## src/rtl/core/pmqm_pkg.sv

```systemverilog
package pmqm_pkg;

  localparam int POOL_DEPTH  = 64;
  localparam int TABLE_DEPTH = 64;
  localparam int SLOT_W      = $clog2(POOL_DEPTH);
  localparam int ENT_W       = (TABLE_DEPTH > 1) ? $clog2(TABLE_DEPTH) : 1;
  localparam int PID_W       = 16;
  localparam int KIND_W      = 4;
  localparam int ARG_W       = 16;
  localparam int PAY_W       = 4 * ARG_W;

  typedef enum logic [0:0] {
    FUNC_POST  = 1'b0,
    FUNC_FETCH = 1'b1
  } func_e;

  typedef enum logic [2:0] {
    ST_POSTED     = 3'd0,
    ST_POOL_FULL  = 3'd1,
    ST_TABLE_FULL = 3'd2,
    ST_FETCHED    = 3'd3,
    ST_NONE       = 3'd4
  } stat_e;

  typedef enum logic [2:0] {
    S_IDLE,
    S_LOOK,
    S_EXEC,
    S_POP,
    S_RESP
  } state_e;

  // Controller to datapath.
  typedef struct packed {
    logic capture;
    logic lookup;
    logic exec;
    logic pop;
    logic load_out;
  } cmd_t;

  // Datapath to controller.
  typedef struct packed {
    logic fetch_hit;
  } sts_t;

  // Lowest set bit of a pool-wide vector.
  function automatic logic [SLOT_W-1:0] low_set_pool(input logic [POOL_DEPTH-1:0] v);
    logic [SLOT_W-1:0] r;
    r = '0;
    for (int i = POOL_DEPTH - 1; i >= 0; i--) begin
      if (v[i]) r = SLOT_W'(i);
    end
    return r;
  endfunction

  // Lowest set bit of a table-wide vector.
  function automatic logic [ENT_W-1:0] low_set_ent(input logic [TABLE_DEPTH-1:0] v);
    logic [ENT_W-1:0] r;
    r = '0;
    for (int i = TABLE_DEPTH - 1; i >= 0; i--) begin
      if (v[i]) r = ENT_W'(i);
    end
    return r;
  endfunction

endpackage

```

## src/rtl/core/pmqm_ctrl.sv

```systemverilog
module pmqm_ctrl
  import pmqm_pkg::*;
(
  input  logic clk_i,
  input  logic rst_ni,
  input  logic in_valid_i,
  output logic in_stall_o,
  output logic out_valid_o,
  input  logic out_stall_i,
  input  sts_t sts_i,
  output cmd_t cmd_o
);

  state_e state_q, state_d;
  logic   out_valid_q, out_valid_d;
  logic   out_free;

  assign out_free = !out_valid_q || !out_stall_i;

  always_comb begin
    state_d = state_q;
    case (state_q)
      S_IDLE: if (in_valid_i) state_d = S_LOOK;
      S_LOOK: state_d = S_EXEC;
      S_EXEC: state_d = sts_i.fetch_hit ? S_POP : S_RESP;
      S_POP:  state_d = S_RESP;
      S_RESP: if (out_free) state_d = S_IDLE;
      default: state_d = S_IDLE;
    endcase
  end

  always_comb begin
    cmd_o = '0;
    case (state_q)
      S_IDLE: cmd_o.capture = in_valid_i;
      S_LOOK: cmd_o.lookup = 1'b1;
      S_EXEC: cmd_o.exec = 1'b1;
      S_POP:  cmd_o.pop = 1'b1;
      S_RESP: cmd_o.load_out = out_free;
      default: cmd_o = '0;
    endcase
  end

  always_comb begin
    out_valid_d = out_valid_q;
    if (cmd_o.load_out) begin
      out_valid_d = 1'b1;
    end else if (!out_stall_i) begin
      out_valid_d = 1'b0;
    end
  end

  always_ff @(posedge clk_i or negedge rst_ni) begin
    if (!rst_ni) begin
      state_q     <= S_IDLE;
      out_valid_q <= 1'b0;
    end else begin
      state_q     <= state_d;
      out_valid_q <= out_valid_d;
    end
  end

  assign in_stall_o  = (state_q != S_IDLE);
  assign out_valid_o = out_valid_q;

endmodule

```

## config.mk

```make
export PLATFORM = sky130hd
export DESIGN_NAME = pmqm_ctrl
export DESIGN_NICKNAME = d
export VERILOG_FILES = /design/src/rtl/core/pmqm_pkg.sv /design/src/rtl/core/pmqm_ctrl.sv
export SDC_FILE = /design/constraint.sdc
export NUM_CORES = 1
export LEC_CHECK = 0
export BUFFER_PORTS_ARGS = -buffer_cell sky130_fd_sc_hd__buf_4
export CORE_AREA = 10 10 47 49
export CTS_CLUSTER_DIAMETER = 80
export DETAILED_ROUTE_END_ITERATION = 16
export DIE_AREA = 0 0 57 59
export GPL_ROUTABILITY_DRIVEN = 0
export GPL_TIMING_DRIVEN = 0
export HOLD_SLACK_MARGIN = 0.03
export SETUP_SLACK_MARGIN = 0.1
export SYNTH_ARGS = -nofsm -noshare
export SYNTH_HDL_FRONTEND = slang
export SYNTH_SLANG_ARGS = --single-unit
```

## constraint.sdc

```tcl
create_clock -name clk_i -period 1.4 [get_ports clk_i]
set_clock_uncertainty 0.2 [all_clocks]
set_input_delay 0.14 -clock clk_i [delete_from_list [all_inputs] [get_ports clk_i]]
set_output_delay 0.14 -clock clk_i [all_outputs]
set_load 0.01 [all_outputs]
```

==> results.md <==
• **number of violations of the max-capacitance limit** 0
• **wire length per cell after detailed routing** 12.6 µm
• **cell area after synthesis** 230 µm²
• **proportion of synthesized chip area in sequential cells** 43.5%
• **commonest register cell after synthesis** sky130_fd_sc_hd__dfrtp_1
• **cell with the most instances after synthesis** sky130_fd_sc_hd__dfrtp_1
• **number of input and output port buffers inserted** 11
• **number of core rows** 14
• **startpoint kind of the worst setup timing path** flip-flop
• **Max Freq** 586 MHz
• **final clock period utilization by the worst path** 122%
• **flip-flop and latch count after synthesis** 4
• **clk sinks** 4
• **overall die width** 57 µm
• **Clock transition at path regs** 40 ps
• **cell-internal power** 0.744 mW
• **residual antenna-violating net count after detailed routing** 0
• **clock buffer count from CTS** 3
• **number of warnings printed during yosys synthesis** 0
• **Total Die Area** 0.00336 mm²
• **count of TritonRoute iterations in the first routing pass** 1
• **proportion of power drawn by the clock network** 12.5%
• **reg2reg setup slack** -70 ps
• **Worst Hold Class** primary input to flip-flop
• **antenna diode instance count** 0
• **Flop pwr share** 17.9%
• **DRC violation total after the first TritonRoute iteration** 0
• **total area of sequential cells** 103 µm²
• **total power density per cell area** 2010 mW/mm²
• **shortest clock period the worst path allows after layout** 1710 ps
• **Net count, final** 61
• **largest net degree at the start of global routing** 8
• **vias post-DR** 293
• **arrival time reported for the critical path endpoint** 1370 ps
• **max_slew headroom** 87.0%
• **number of different library cells in the post-synthesis netlist** 15
• **switching share of power** 34.6%
• **worst vdd ir** 0.589 mV
• **number of remaining DRC errors** 0
• **DP HPWL** 458 µm
• **nets in the synthesized netlist** 29
• **transition time of the tightest slew-check pin** 194 ps
• **synthesized area per cell** 9.59 µm²
• **cell at the root of the clock tree** sky130_fd_sc_hd__clkbuf_4
• **Yosys top cell area share** 43.5%
• **first-pass GRT wire length** 1.44 mm
• **power dissipated by switching net loads** 0.393 mW
• **launching point of the worst reg2reg path** state_q[2]
• **result of the run** finished, violations left
• **level count of the clock H-tree** 1
• **most area-hungry cell type in the Yosys netlist** sky130_fd_sc_hd__dfrtp_1
• **final wirelength** 884 µm
• **EDFF count, synth** 0
• **number of max-slew violations in the final report** 0
• **drt via density** 4.19
• **vias in the first global route** 312
• **number of buffers on the longest clock path** 2
• **CTS tree** built
• **data required time of the critical path** 1060 ps
• **unrepaired setup endpoints after global routing** yes
• **worst hold path startpoint** in_valid_i
• **violations in the final reports** negative setup slack
• **clock latency on the worst-skew pair** 240 ps
• **Setup Crit Path Kind** flip-flop to output pin
• **largest fanout on the critical path** 3
• **Setup-failing EPs final** 8
• **fill count** 141
• **synthesis-to-layout area growth** 146%
• **initial antenna violation count** 0
• **type of destination of the critical path** output pin
• **leakage power of the design** 0.267 nW
• **setup tns final** -1390 ps
• **GRT Residual Overflow** 0
• **Placeable Area** 0.00140 mm²
• **global router's overall resource usage** 5.81%
• **Worst Hold End** state_q[0]
• **Finished Layout Cells** 70
• **area used by multi-input combinational logic** 160 µm²
• **die height** 59 µm
• **Post-Place Worst Slack** -172 ps
• **post-route worst setup slack** -306 ps
• **Initial Utilization** 16.4%
• **post-synthesis cell count** 24
• **cell count after placement** 51
• **top post-synthesis cells by area** sky130_fd_sc_hd__dfrtp_1, sky130_fd_sc_hd__nor3b_1, sky130_fd_sc_hd__nand2b_1
• **async set-or-reset flop fraction in the synthesized netlist** 100%
• **layout cells sized above 1** 75.9%
• **worst r2r dst** state_q[2]
• **number of cell instances on the worst register-to-register path** 5
• **I/O pin count** 12
• **most frequent cells after synthesis** sky130_fd_sc_hd__dfrtp_1, sky130_fd_sc_hd__nand2_1
• **hold path depth** 3
• **Final Hold Viols** 0
• **Comb pwr share** 69.6%
[power groups by stage]
| stage | clock network [mW] | logic, mW | registers, mW |
|---|---|---|---|
| floorplan | 0 | 0.215 | 0.218 |
| global placement | 0 | 0.383 | 0.224 |
| detailed placement | 0 | 0.385 | 0.225 |
| CTS | 0.148 | 0.690 | 0.198 |
| global route | 0.167 | 0.852 | 0.208 |
| finish | 0.142 | 0.792 | 0.203 |
[area by class of cell]
class / instances / share of cell area, %
inverters: 1 / 0.662
multi-input cells: 17 / 28.3
clock buffers: 3 / 3.97
well taps: 16 / 3.53
plain buffers: 2 / 3.31
repair buffers: 27 / 42.2
flip-flops and latches: 4 / 18.1
[layer usage]
layer	GRT usage (%)	up-vias	routed length (µm)
met3	2.79	4	52
met1	4.80	135	318
met4	7.05	0	41
met5	0	-	0
met2	9.30	11	471
li1	-	143	-
[cell families (layout without fill, tap and decap cells)]
group	Yosys count	count (layout)	share of synthesized area, %
AOI/OAI and AO/OA	4	4	11.4
buffers and inverters	3	33	9.78
and+or+nand+nor	13	13	35.3
DFF	4	4	43.5
[stage by stage]
step           cell area [µm²]  power (mW)  hold WS, ps  util, %
6_report                   567        1.14         30.6     40.4
5_1_grt                    567        1.23         28.7     40.4
4_1_cts                    513        1.04         30.2     36.6
3_5_place_dp               333       0.610         -261     23.8
3_3_place_gp               333       0.607         -262     23.8
2_1_floorplan              230       0.433         -356        -
[worst max-delay path by stage]
stage | start | endpoint | slack, ps | cells after the start
6_report | state_q[2] | cmd_o[0] | -310 | 5
2_1_floorplan | state_q[1] | cmd_o[0] | 3 | 3
4_1_cts | state_q[2] | cmd_o[0] | -300 | 5
3_3_place_gp | state_q[1] | cmd_o[0] | -170 | 4
3_5_place_dp | state_q[0] | cmd_o[0] | -170 | 4
5_1_grt | state_q[2] | cmd_o[0] | -350 | 5
[worst max-delay path, cell delays in order, from the launching register on]
cell and delay (ps):
sky130_fd_sc_hd__dfrtp_1 340, sky130_fd_sc_hd__buf_6 100, sky130_fd_sc_hd__or3b_4 370, sky130_fd_sc_hd__a21oi_2 110
sky130_fd_sc_hd__buf_4 120, sky130_fd_sc_hd__buf_6 90
[state kept, by name, indices dropped and copies added (netlist names)]
name / flops
out_valid_o: 1
state_q: 3
[placed cells by master, fill, tap and decap left out, drive strengths merged]
master and count:
or3 1, dlygate4sd3 4, nor3 2, or3b 1, a21oi 2, buf 25, a211oi 1, nand2 3
clkbuf 3, dfrtp 4, and2b 1, nor3b 2, o32ai 1, nand2b 2, nand3b 1, inv 1
[timing repair]
action	4_1_cts	5_1_grt
pin swaps	4	2
setup buffers	9	3
gates resized for setup	15	5
hold buffers	3	1
endpoints found under the hold margin	8	5
setup endpoints to repair	7	10
Note: power is estimated with default switching activity, not from simulation.
